`src/rtl/core/positional_array_list_assert.svh`:
```
// Assertion macros for the positional array list RTL, used by pal_ctrl.
// Expects signals named clk and arst_n in the module that uses them.
`ifndef POSITIONAL_ARRAY_LIST_ASSERT_SVH
`define POSITIONAL_ARRAY_LIST_ASSERT_SVH

// Check a property on every edge outside reset.
`define PAL_ASSERT(label, prop, msg) \
	label: assert property (@(posedge clk) disable iff (!arst_n) prop) else $error(msg);

// Check a property on every edge, reset included.
`define PAL_ASSERT_ALWAYS(label, prop, msg) \
	label: assert property (@(posedge clk) prop) else $error(msg);

`endif

```
`src/rtl/core/pal_pkg.sv`:
```
// Shared types and constants for the positional array list.
// No dependencies.
package pal_pkg;

	localparam int CAPACITY = 8;
	localparam int CNT_W    = $clog2(CAPACITY + 1);
	localparam int CMP_W    = (CNT_W > 4) ? CNT_W : 4;
	localparam int KEY_W    = 32;
	localparam int DATA_W   = 64;

	typedef enum logic [2:0] {
		CMD_APPEND    = 3'd0,
		CMD_INSERT    = 3'd1,
		CMD_REMOVE    = 3'd2,
		CMD_OVERWRITE = 3'd3,
		CMD_SEARCH    = 3'd4
	} cmd_t;

	typedef enum logic [1:0] {
		ST_DONE   = 2'd0,
		ST_FULL   = 2'd1,
		ST_BADPOS = 2'd2,
		ST_NOKEY  = 2'd3
	} status_t;

	// Broadcast from the controller to every cell
	typedef struct packed {
		logic             ins;
		logic             rem;
		logic             ovr;
		logic [CMP_W-1:0] pos;
		logic [CMP_W-1:0] count;
	} cell_ctl_t;

endpackage

```
`src/rtl/core/pal_cell.sv`:
```
// One slot of the list: holds a key and data word, shifts with its neighbors.
// Depends on pal_pkg.
module pal_cell import pal_pkg::*; (
	input  logic              clk,
	input  logic [CMP_W-1:0]  slot,
	input  cell_ctl_t         ctl,
	input  logic [KEY_W-1:0]  new_key,
	input  logic [DATA_W-1:0] new_data,
	input  logic [KEY_W-1:0]  left_key,
	input  logic [DATA_W-1:0] left_data,
	input  logic [KEY_W-1:0]  right_key,
	input  logic [DATA_W-1:0] right_data,
	output logic [KEY_W-1:0]  key,
	output logic [DATA_W-1:0] data,
	output logic              match
);

	logic [KEY_W-1:0]  key_q;
	logic [DATA_W-1:0] data_q;
	logic              take_new;
	logic              take_left;
	logic              take_right;

	// Pick where this slot loads from
	always_comb begin
		take_new   = (ctl.ins || ctl.ovr) && (slot == ctl.pos);
		take_left  = ctl.ins && (slot > ctl.pos) && (slot <= ctl.count);
		take_right = ctl.rem && (slot >= ctl.pos) && ((slot + 1'b1) < ctl.count);
	end

	// Load the slot
	always_ff @(posedge clk) begin
		if (take_new) begin
			key_q  <= new_key;
			data_q <= new_data;
		end else if (take_left) begin
			key_q  <= left_key;
			data_q <= left_data;
		end else if (take_right) begin
			key_q  <= right_key;
			data_q <= right_data;
		end
	end

	// Flag a key hit in an occupied slot
	assign match = (slot < ctl.count) && (key_q == new_key);
	assign key   = key_q;
	assign data  = data_q;

endmodule

```
`src/rtl/core/pal_ctrl.sv`:
```
// Command decode, entry count and result register for the positional list.
// Depends on pal_pkg and positional_array_list_assert.svh.
`include "positional_array_list_assert.svh"
module pal_ctrl import pal_pkg::*; (
	input  logic       clk,
	input  logic       arst_n,
	input  logic       in_valid,
	output logic       in_ready,
	input  cmd_t       cmd,
	input  logic [3:0] pos,
	input  logic       match_any,
	output cell_ctl_t  ctl,
	output logic       out_valid,
	input  logic       out_ready,
	output status_t    status,
	output logic [3:0] entry_count
);

	logic [CNT_W-1:0] count_q;
	logic [CNT_W-1:0] count_next;
	logic             out_valid_q;
	status_t          status_q;
	logic [3:0]       entry_count_q;
	status_t          status_c;
	logic             in_fire;
	logic             full;
	logic [CMP_W-1:0] pos_ext;
	logic [CMP_W-1:0] cnt_ext;
	logic             ins_c;
	logic             rem_c;
	logic             ovr_c;
	logic [CMP_W-1:0] tpos_c;

	assign in_ready = !out_valid_q || out_ready;
	assign in_fire  = in_valid && in_ready;
	assign pos_ext  = CMP_W'(pos);
	assign cnt_ext  = CMP_W'(count_q);
	assign full     = (count_q == CNT_W'(CAPACITY));

	// Decode the command against the current count
	always_comb begin
		status_c   = ST_DONE;
		ins_c      = 1'b0;
		rem_c      = 1'b0;
		ovr_c      = 1'b0;
		tpos_c     = pos_ext;
		count_next = count_q;
		unique case (cmd)
			CMD_APPEND: begin
				if (full) begin
					status_c = ST_FULL;
				end else begin
					ins_c      = 1'b1;
					tpos_c     = cnt_ext;
					count_next = count_q + 1'b1;
				end
			end
			CMD_INSERT: begin
				if (full) begin
					status_c = ST_FULL;
				end else if (pos_ext > cnt_ext) begin
					status_c = ST_BADPOS;
				end else begin
					ins_c      = 1'b1;
					count_next = count_q + 1'b1;
				end
			end
			CMD_REMOVE: begin
				if (pos_ext >= cnt_ext) begin
					status_c = ST_BADPOS;
				end else begin
					rem_c      = 1'b1;
					count_next = count_q - 1'b1;
				end
			end
			CMD_OVERWRITE: begin
				if (pos_ext >= cnt_ext) status_c = ST_BADPOS;
				else ovr_c = 1'b1;
			end
			CMD_SEARCH: begin
				status_c = match_any ? ST_DONE : ST_NOKEY;
			end
			default: begin
				status_c = ST_BADPOS;
			end
		endcase
	end

	// Drive the cell row
	always_comb begin
		ctl.ins   = in_fire && ins_c;
		ctl.rem   = in_fire && rem_c;
		ctl.ovr   = in_fire && ovr_c;
		ctl.pos   = tpos_c;
		ctl.count = cnt_ext;
	end

	// Advance the count and hold the result word until taken
	always_ff @(posedge clk or negedge arst_n) begin
		if (!arst_n) begin
			count_q     <= '0;
			out_valid_q <= 1'b0;
		end else begin
			if (in_fire) begin
				count_q     <= count_next;
				out_valid_q <= 1'b1;
			end else if (out_ready) begin
				out_valid_q <= 1'b0;
			end
		end
	end

	always_ff @(posedge clk) begin
		if (in_fire) begin
			status_q      <= status_c;
			entry_count_q <= 4'(CMP_W'(count_next));
		end
	end

	assign out_valid   = out_valid_q;
	assign status      = status_q;
	assign entry_count = entry_count_q;

	`PAL_ASSERT(a_count_bound, count_q <= CNT_W'(CAPACITY), "count above capacity")
	`PAL_ASSERT(a_count_idle, !in_fire |=> $stable(count_q), "count moved without a command")
	`PAL_ASSERT(a_full_count, out_valid_q && status_q == ST_FULL |-> full,
		"full status with room left")

endmodule

```
`src/rtl/core/positional_array_list.sv`:
```
// Top level of the positional array list: controller plus a row of slot cells.
// Depends on pal_pkg, pal_ctrl and pal_cell.

// Bounded ordered list of CAPACITY key/data entries. Each input word carries one
// command (append, insert, remove, overwrite, search) and yields one result word
// with a status and the entry count after the command. The row of CAPACITY cells
// shifts up or down and compares keys in parallel, so a new word is accepted every
// cycle while the one-deep result register is empty or being taken, and the
// registered result appears in the cycle after acceptance. Slot contents are not
// cleared at reset; only occupied slots are ever read.
module positional_array_list import pal_pkg::*; (
	input  logic         clk,
	input  logic         arst_n,
	input  logic         s_tvalid,
	output logic         s_tready,
	// command[2:0], position[6:3], entry_key[38:7], entry_data[102:39], zero[103]
	input  logic [103:0] s_tdata,
	output logic         m_tvalid,
	input  logic         m_tready,
	// status[1:0], entry_count[5:2], zero[7:6]
	output logic [7:0]   m_tdata
);

	cell_ctl_t         ctl;
	logic [KEY_W-1:0]  key_w  [CAPACITY];
	logic [DATA_W-1:0] data_w [CAPACITY];
	logic [CAPACITY-1:0] match_w;
	logic [KEY_W-1:0]  new_key;
	logic [DATA_W-1:0] new_data;
	status_t           status;
	logic [3:0]        entry_count;

	assign new_key  = s_tdata[38:7];
	assign new_data = s_tdata[102:39];

	// Command decode and result register
	pal_ctrl u_ctrl (
		.clk         (clk),
		.arst_n      (arst_n),
		.in_valid    (s_tvalid),
		.in_ready    (s_tready),
		.cmd         (cmd_t'(s_tdata[2:0])),
		.pos         (s_tdata[6:3]),
		.match_any   (|match_w),
		.ctl         (ctl),
		.out_valid   (m_tvalid),
		.out_ready   (m_tready),
		.status      (status),
		.entry_count (entry_count)
	);

	// Row of slot cells, each wired to its neighbors
	for (genvar g = 0; g < CAPACITY; g++) begin : g_cell
		logic [KEY_W-1:0]  lk;
		logic [DATA_W-1:0] ld;
		logic [KEY_W-1:0]  rk;
		logic [DATA_W-1:0] rd;

		if (g == 0) begin : g_first
			assign lk = '0;
			assign ld = '0;
		end else begin : g_mid_l
			assign lk = key_w[g-1];
			assign ld = data_w[g-1];
		end

		if (g == CAPACITY - 1) begin : g_last
			assign rk = '0;
			assign rd = '0;
		end else begin : g_mid_r
			assign rk = key_w[g+1];
			assign rd = data_w[g+1];
		end

		pal_cell u_cell (
			.clk        (clk),
			.slot       (CMP_W'(g)),
			.ctl        (ctl),
			.new_key    (new_key),
			.new_data   (new_data),
			.left_key   (lk),
			.left_data  (ld),
			.right_key  (rk),
			.right_data (rd),
			.key        (key_w[g]),
			.data       (data_w[g]),
			.match      (match_w[g])
		);
	end

	assign m_tdata = {2'b00, entry_count, status};

endmodule

```
`config.mk`:
```
export PLATFORM = sky130hd
export DESIGN_NAME = positional_array_list
export DESIGN_NICKNAME = d
export VERILOG_FILES = /design/src/rtl/core/pal_pkg.sv /design/src/rtl/core/pal_cell.sv /design/src/rtl/core/pal_ctrl.sv /design/src/rtl/core/positional_array_list.sv
export VERILOG_INCLUDE_DIRS = /design/src /design/src/rtl/core
export SDC_FILE = /design/constraint.sdc
export NUM_CORES = 1
export LEC_CHECK = 0
export ABC_AREA = 1
export BUFFER_PORTS_ARGS = -buffer_cell sky130_fd_sc_hd__buf_4
export CAP_MARGIN = 0
export CORE_MARGIN = 3
export CORE_UTILIZATION = 58
export CTS_CLUSTER_SIZE = 40
export DETAILED_ROUTE_END_ITERATION = 6
export HOLD_SLACK_MARGIN = 0.15
export PLACE_DENSITY = 0.73
export SLEW_MARGIN = 20
export SYNTH_ARGS = -nofsm -noshare
export SYNTH_HDL_FRONTEND = slang
export SYNTH_SLANG_ARGS = --single-unit
```
`constraint.sdc`:
```
create_clock -name clk -period 9.25 [get_ports clk]
set_clock_uncertainty 0.2 [all_clocks]
set_input_delay 0.4625 -clock clk [delete_from_list [all_inputs] [get_ports clk]]
set_output_delay 0.4625 -clock clk [all_outputs]
set_load 0.005 [all_outputs]
```
==> results of run 1 <==
-- metal layers --
metal / routed length, um / GRT usage (%) / share of wire, % / up-vias
met5: 0 / 0 / 0 / -
met4: 1985 / 13.52 / 3.5 / 0
met3: 6518 / 6.256 / 11 / 157
met2: 25820 / 53.16 / 45 / 1000
met1: 22800 / 46.25 / 40 / 8084
li1: - / - / - / 8087
-- layout by cell type, fill, tap and decap left out, drive strengths merged, types with 2 or more instances in the layout --
cell type,Yosys,layout
dlygate4sd3,0,7
ha,8,8
edfxtp,262,262
buf,78,77
nand3b,14,14
o21ai,199,199
dfrtp,5,5
o211ai,4,4
a21oi,29,29
clkinv,4,17
or2,3,3
inv,251,252
o22ai,23,23
and2,2,2
xor2,63,63
nand4,99,99
nand2,954,954
xnor2,94,94
conb,1,2
nand3,175,175
clkbuf,78,46
nor2,152,152
nor3,14,14
-- worst min path at each step --
| stage | cells after the start | slack (ns) | from | endpoint |
|---|---|---|---|---|
| floorplan | 0 | -0.03 | arst_n | u_ctrl.cnt_ext[0]$_DFFE_PN0P_ |
| global placement | 1 | 0.07 | arst_n | u_ctrl.out_valid$_DFFE_PN0P_ |
| detailed placement | 1 | 0.07 | arst_n | u_ctrl.out_valid$_DFFE_PN0P_ |
| CTS | 3 | 0.15 | s_tdata[32] | g_cell[1].u_cell.key[25]$_DFFE_PP_ |
| global route | 3 | 0.18 | s_tdata[20] | g_cell[2].u_cell.key[13]$_DFFE_PP_ |
| finish | 3 | 0.17 | s_tdata[12] | g_cell[1].u_cell.key[5]$_DFFE_PP_ |
-- flip-flops by register name, indices dropped and copies added, names as in the netlist --
register and flops:
u_ctrl.status 2, u_ctrl.entry_count 4, u_ctrl.cnt_ext 4, u_ctrl.out_valid 1, g_cell.u_cell.key 256
-- cell type report --
cell class              instances  area (um^2)  area share [%]
clock buffers                  46        927.1           4.644
repair buffers                 84        668.1           3.347
inverters                     255        958.4           4.801
flip-flops and latches        267         7993           40.04
well taps                     396        495.5           2.482
clock inverters                14        68.82          0.3447
multi-input cells            1838         8853           44.35
-- worst register-to-register path, cell delays in order (launching register included) --
cell and delay (ns):
sky130_fd_sc_hd__dfrtp_1 0.65, sky130_fd_sc_hd__inv_1 0.25, sky130_fd_sc_hd__ha_1 0.36, sky130_fd_sc_hd__a21oi_1 0.23
sky130_fd_sc_hd__nand2_1 0.08, sky130_fd_sc_hd__nand2_1 0.17, sky130_fd_sc_hd__nand2_2 0.13, sky130_fd_sc_hd__nand2_2 0.12
sky130_fd_sc_hd__nand2_4 0.12, sky130_fd_sc_hd__o21ai_4 0.08, sky130_fd_sc_hd__buf_4 0.62, sky130_fd_sc_hd__nand2_2 0.86
sky130_fd_sc_hd__nand3_2 1.06
-- power breakdown --
group / internal, uW / switching [uW] / total, uW
sequential: 1360 / 35.1 / 1400
clock: 702 / 519 / 1220
combinational: 152 / 401 / 553
-- kinds of logic after synthesis --
logic type | count (synthesis)
compound gates | 258
simple gates | 1413
fa+ha+maj | 8
flops | 267
buf+inv | 411
xor+xnor | 157
other cells | 1
-- stage by stage --
stage          hold WS, ns  area, um^2  setup slack [ns]  total power (uW)
2_1_floorplan     -0.03309       18430             5.183              1771
3_3_place_gp       0.07081       18860             4.098              1942
3_5_place_dp       0.07170       18860             4.063              1950
4_1_cts             0.1545       19930             4.039              3157
5_1_grt             0.1832       19960             3.685              3275
6_report            0.1715       19960             3.930              3173
==> results list, run 1 <==
- Clock latency on the worst-skew pair, taken at its later pin, is 0.51 ns.
- Postcts setup bufs: 0
* Number of antenna violations at the first check in global routing: 0
* CP max-delay cell: sky130_fd_sc_hd__nand3_2
- The count of endpoints failing hold in the final timing report is 0.
- For the pin with the worst max-slew slack, the measured transition is 1.169 ns.
* Area of the mapped netlist: 18430 um^2
- Library cell occupying the most area in the post-synthesis netlist: sky130_fd_sc_hd__edfxtp_1
- Clock buffers created by TritonCTS: 34
* Global routing usage summed across all routing layers: 33.69%
- Of the available clock period, the critical path in the final layout requires 57.51%.
* Buffering stage count on the worst path with inverters included: 2
* Distinct cells, synth: 39
- Final number of setup-violating endpoints: 0
- Fraction of layout instances using a drive strength above 1: 6.629%
- Stages on worst setup path: 12
* Detailed Route Iter0 Violations: 2157
* CP startpoint: u_ctrl.cnt_ext[3]$_DFFE_PN0P_
- Register-to-register setup slack: 3.93 ns
- Sum of negative setup slack: 0 ns
* Clock-pin slew reported for the worst setup and hold paths after clock tree synthesis: 0.06 ns
- Dividing the detail-routed wire length by the instance count gives 19.70 um.
- Final nets: 2596
* Number of remaining DRC errors: 0
- Headroom to the max-slew limit came out at 21.97%.
- Kind of launch point of the worst setup path: flip-flop
- Post-layout util: 64.42%
- Height of the chip: 184.3 um
* Post-layout minimum cycle time: 5.320 ns
* Setup repair after global routing missed its margin: no
- Multiplexer share of the synthesized area: 0%
- Adder and majority gate portion of the synthesized area: 0.5431%
* Maximum number of pins on one net before global-route repair: 66
- After clock tree synthesis, the repair step resized 0 gates.
* Drt pass-1 iters: 5
- Cells after Synth: 2515
- Post-synthesis compound-gate area fraction: 7.407%
- Summed over all layers, the global routing overflow is 0.
* I/O pins: 118
- Across the VDD grid, the largest voltage drop is 0.1153 mV.
* Die Wd: 184.3 um
- Part of the Yosys area used for sequential elements: 43.37%
* Maximum buffer depth of the clock tree: 3
- The first global-routing pass estimated 89800 um of wire.
- TritonCTS Sinks: 267
* Number of global-route vias before repair: 16260
- Required time worst endpoint: 9.17 ns
- Max incr delay on CP: 1.05 ns
- Number of standard cells in the layout, taps in and fillers out: 2900
* Vias/cell: 5.975
- H-Tree Depth: 2
- The most used flip-flop cell after synthesis is sky130_fd_sc_hd__edfxtp_1.
* Termination of the worst setup path: g_cell[7].u_cell.key[19]$_DFFE_PP_
* Synth async-reset ratio: 1.873%
* Antenna diode instance count: 0
- The area growth from synthesis to layout is 8.330%.
- Share of the synthesized netlist area taken by xor and xnor gates: 7.461%
- Fmax: 188.0 MHz
- Mean instance size in the synthesized netlist: 7.328 um^2
* Total via count in the routed design: 17330
- After synthesis, the largest area contributor takes up 42.69% of total cell area.
- Yosys printed 0 warnings.
- The final layout contains routed wiring with a total length of 57120 um.
- Cell Chain, Critical Path: inv_1 > ha_1 > a21oi_1 > nand2_1 > nand2_1 > nand2_2 > nand2_2 > nand2_4 > o21ai_4 > buf_4 > nand2_2 > nand3_2
- In this run the critical register-to-register path is captured at g_cell[7].u_cell.key[19]$_DFFE_PP_.
- Die Area: 33950 um^2
- The number of hold buffers added after CTS was 7.
- HPWL after DPL: 35800 um
- GP Congestion: 0.9195
- Max-cap violations in this run came to 0.
* Status: complete, no violations
- Among cell families on the critical path, the largest total delay comes from simple AND/OR/NAND/NOR gates.
* Cell types occupying the most area after synthesis: sky130_fd_sc_hd__edfxtp_1, sky130_fd_sc_hd__nand2_1, sky130_fd_sc_hd__inv_1
- The synthesized design contains 262 enable-type register cells.
- Synthesis inferred 267 register bits.
- Core box area: 30990 um^2
- The critical path is of the flip-flop to flip-flop type.
- Synth top cells by count: sky130_fd_sc_hd__nand2_1, sky130_fd_sc_hd__edfxtp_1, sky130_fd_sc_hd__inv_1
* Most numerous cell on the critical path: sky130_fd_sc_hd__nand2_2
- Among all cell types in the netlist, the one instantiated most often is sky130_fd_sc_hd__nand2_1.
- Row generation in the floorplan step produced 64 rows.
- CTS root buffer: sky130_fd_sc_hd__clkbuf_16
* Leak pwr: 0.008791 uW
- CP Max Fanout: 52
- Simple-Gate Fraction of Synth Area: 32.19%
- Endpoint type of the worst setup path: flip-flop
- After synthesis, the largest family of logic cells by area is simple AND/OR/NAND/NOR gates.
* Reg2reg start: u_ctrl.cnt_ext[3]$_DFFE_PN0P_
- Port buffering added 50 buffers.
- TritonCTS built the clock tree.
* Ratio of total power to cell area: 158.9 nW/um^2
* Cells after DPL: 2832
* Pins over their slew limit: 0
- The count of nets left with antenna violations once routing finished came out at 0.
* Arr. time, crit path: 5.24 ns
- Filler cells: 2746
- Min-Delay Path Class: input port to flip-flop
* Starting utilization of the core area: 59.47%
- Number of cells on the worst reg-to-reg path: 12
Note: power is estimated with default switching activity, not from simulation.
==> inputs of run 2 (changes only) <==
- CORE_UTILIZATION: 58 -> 56
- clock period: 9.25 -> 4.6 ns (I/O delays scaled with it)
==> run 2 against run 1 <==
  * Critical path type unchanged
  * Utilization up 0.096 points
  * Non-clock buffer count up 54
  * Sequential power rose by 100%
  * Total power up 110%
  * Critical path depth grew 1
  * Largest power group unchanged
  * Sequential share of layout area shrank 1.3 points
  * Critical endpoint is now g_cell[2].u_cell.key[23]$_DFFE_PP_
  * Sequential cell count unchanged
  * Design area rose by 3.3%
  * Combinational power up 110%
  * Register-to-register slack worse by 3.5 ns
  * Clock power up 110%
  * Die area increased by 3.5%
==> results list, run 2 (synthesis results as in run 1) <==
- Remaining Overflow, GRT: 0
* Leak pwr: 0.009082 uW
* CTS root buffer: sky130_fd_sc_hd__clkbuf_16
- Pins over their slew limit: 0
- Clock-pin slew was measured on the worst setup and hold paths at 0.06 ns.
- Among the stages of the critical path, the cell type that occurs most often is sky130_fd_sc_hd__nand2_1.
- The count of endpoints failing hold in the final timing report was 0.
* Endpoint type of the worst setup path: flip-flop
- On the final layout, the worst hold slack is 0.2026 ns.
* Core Rows: 65
- Fmax: 238.0 MHz
* Synth-to-layout area growth: 11.89%
- In the routed design, unresolved DRC markers number 0.
* Ratio of total power to cell area: 317.9 nW/um^2
* TritonCTS clock tree: yes
* Headroom to the max-slew limit: 38.46%
- Register-to-register setup slack: 0.40 ns
- In this run the worst setup path terminates at g_cell[2].u_cell.key[23]$_DFFE_PP_.
* Drt pass-1 iters: 5
* HPWL after DPL: 38430 um
- Input/output buffers: 50
- Wires add up to 59440 um.
- Detailed routing placed a total of 6703 um of wire on met3.
- Among all stages on the critical path, the largest delay is contributed by sky130_fd_sc_hd__inv_2.
- The most critical setup path has its startpoint at u_ctrl.cnt_ext[3]$_DFFE_PN0P_.
- The critical path crosses 13 cells after its start point.
- Met1 wire length: 23170 um
- Share of the clock period used by the worst path: 91.34%
- The register with the most flip-flops in the layout has 256 of them.
* Most common cell after layout, fill and taps aside: sky130_fd_sc_hd__nand2_1
- Cell Chain, Critical Path: inv_1 > ha_1 > a21oi_1 > nand2_1 > nand2_1 > nand2_2 > nand2_2 > nand2_4 > o21ai_4 > nand2_2 > inv_2 > nand2_1 > nand2_1
- STA puts the critical path data required time at 4.78 ns.
* Source-to-sink clock delay at the later pin of the worst-skew pair: 0.53 ns
- Starting utilization of the core area: 57.66%
- In the final timing run, aggregate negative setup slack is 0 ns.
* TritonCTS Sinks: 267
* Total via count in the routed design: 17430
* Maximum buffer depth of the clock tree: 3
- Core box area: 31960 um^2
- Entering global routing, the biggest net connects 53 pins.
- Number of antenna violations at the first check in global routing: 1
- Across the run, the number of max-cap violations was 0.
- The repair_antennas step left the layout with diodes totalling 0.
- Type of the worst setup path: flip-flop to flip-flop
* Status: complete, no violations
* Reg2reg start: u_ctrl.cnt_ext[3]$_DFFE_PN0P_
- Clock buffers created by TritonCTS: 34
- The library cells used most frequently in the layout, excluding fill and tap cells, are sky130_fd_sc_hd__nand2_1, sky130_fd_sc_hd__edfxtp_1, sky130_fd_sc_hd__inv_1.
- Cells after DPL: 2890
* Fraction of layout instances using a drive strength above 1: 7.266%
- The first global-routing pass estimated 92190 um of wire.
* Met2 wire length: 27000 um
- Of all nets on the critical path, the largest fanout is 32.
- Worst reg2reg endpoint: g_cell[2].u_cell.key[23]$_DFFE_PP_
- Pin placement for this block handled 118 I/O pins.
- The floorplan step set the die width to 187.4 um.
- In the final design database the tool counted 2650 nets.
- Detailed Route Iter0 Violations: 2432
- Setup violations remaining at the end of the flow were counted as 0.
- Post-layout minimum cycle time: 4.201 ns
- Routed signal wires occupy layers up through met5.
* Die Area: 35120 um^2
* Post-layout util: 64.52%
- H-Tree Depth: 2
- Kind of launch point of the worst setup path: flip-flop
* Global routing usage summed across all routing layers: 33.04%
- The worst-case IR drop observed on VDD is 0.2652 mV.
* Arr. time, crit path: 4.38 ns
- Setup repair after global routing missed its margin: no
- Routability-driven placement finished with a final weighted congestion of 0.9250.
- Min-Delay Path Class: input port to flip-flop
- Buffers added to address setup during post-CTS repair amount to 0.
- After detailed routing, the average wire length per cell comes to 19.85 um.
* Number of cells on the worst reg-to-reg path: 13
- For this run, the slowest stage of the critical path takes 0.86 ns.
* Number of standard cells in the layout, taps in and fillers out: 2995
- Buffering stage count on the worst path with inverters included: 2
* Number of nets with antenna violations after detailed routing: 0
* Worst slew pin tran: 0.9217 ns
- Vias/cell: 5.820
* Number of global-route vias before repair: 16610
* Height of the chip: 187.4 um
- Kind of cell adding the most delay to the critical path: simple AND/OR/NAND/NOR gates
[run 2: cell count changes in the layout (fill, tap and decap cells not counted)]
cell and delta:
sky130_fd_sc_hd__dlygate4sd3_1 +36, sky130_fd_sc_hd__buf_4 +13, sky130_fd_sc_hd__buf_12 +6, sky130_fd_sc_hd__bufinv_16 +2, sky130_fd_sc_hd__clkbuf_1 -2, sky130_fd_sc_hd__clkinv_1 +2, sky130_fd_sc_hd__clkinv_8 +2, sky130_fd_sc_hd__buf_16 -1
sky130_fd_sc_hd__clkbuf_8 -1, sky130_fd_sc_hd__clkinv_4 -1, sky130_fd_sc_hd__inv_2 +1, sky130_fd_sc_hd__inv_6 -1, sky130_fd_sc_hd__nand3_2 +1, sky130_fd_sc_hd__nand3_4 -1
[run 2: layer usage]
layer | vias up | GRT usage [%]
met5 | - | 0
met4 | 2 | 13.45
met3 | 183 | 5.304
met2 | 1066 | 52.68
met1 | 7992 | 45.26
li1 | 8187 | -
[run 2: worst min-delay path by stage]
stage          startpoint  depth (start not counted)                                 end
2_1_floorplan      arst_n                          0       u_ctrl.cnt_ext[0]$_DFFE_PN0P_
3_3_place_gp       arst_n                          1       u_ctrl.cnt_ext[3]$_DFFE_PN0P_
3_5_place_dp       arst_n                          1       u_ctrl.cnt_ext[3]$_DFFE_PN0P_
4_1_cts        s_tdata[3]                          6  g_cell[1].u_cell.key[31]$_DFFE_PP_
5_1_grt        s_tdata[3]                          6  g_cell[1].u_cell.key[31]$_DFFE_PP_
6_report       s_tdata[3]                          6  g_cell[1].u_cell.key[31]$_DFFE_PP_
[run 2: repair_timing]
item                                   CTS  global route
endpoints found under the hold margin  210             0
hold buffers                            43             0
gates resized for setup                  0             0
[run 2: layout make-up]
class | instances | area, um^2
Fill cell | 2780 | 11340
Inverter | 255 | 957.2
Tap cell | 435 | 544.3
Timing Repair Buffer | 138 | 1219
Sequential cell | 267 | 7993
Clock inverter | 19 | 156.4
Clock buffer | 43 | 905.9
Multi-Input combinational cell | 1838 | 8846
[run 2: worst register-to-register path, delay by kind of cell, from the launching register on]
family | cells | cell delay [ns]
DFF | 1 | 0.64
adders and majority gates | 1 | 0.35
and+or+nand+nor | 8 | 1.34
AOI/OAI and AO/OA | 2 | 0.42
buffers and inverters | 2 | 1.10
[run 2: per-stage QoR]
stage                     setup WS [ns]  power (uW)  instance area (um^2)
after global placement           0.6310        3926                 19130
after floorplan                  0.5335        3561                 18430
after detailed placement         0.4763        3942                 19130
after global routing             0.1953        6766                 20620
final                            0.3985        6556                 20620
after CTS                        0.4496        6528                 20620
[run 2: report_power, final]
part	switching [uW]	internal [uW]	total, uW
registers	70.8	2740	2810
logic	821	336	1160
clock network	1080	1510	2590
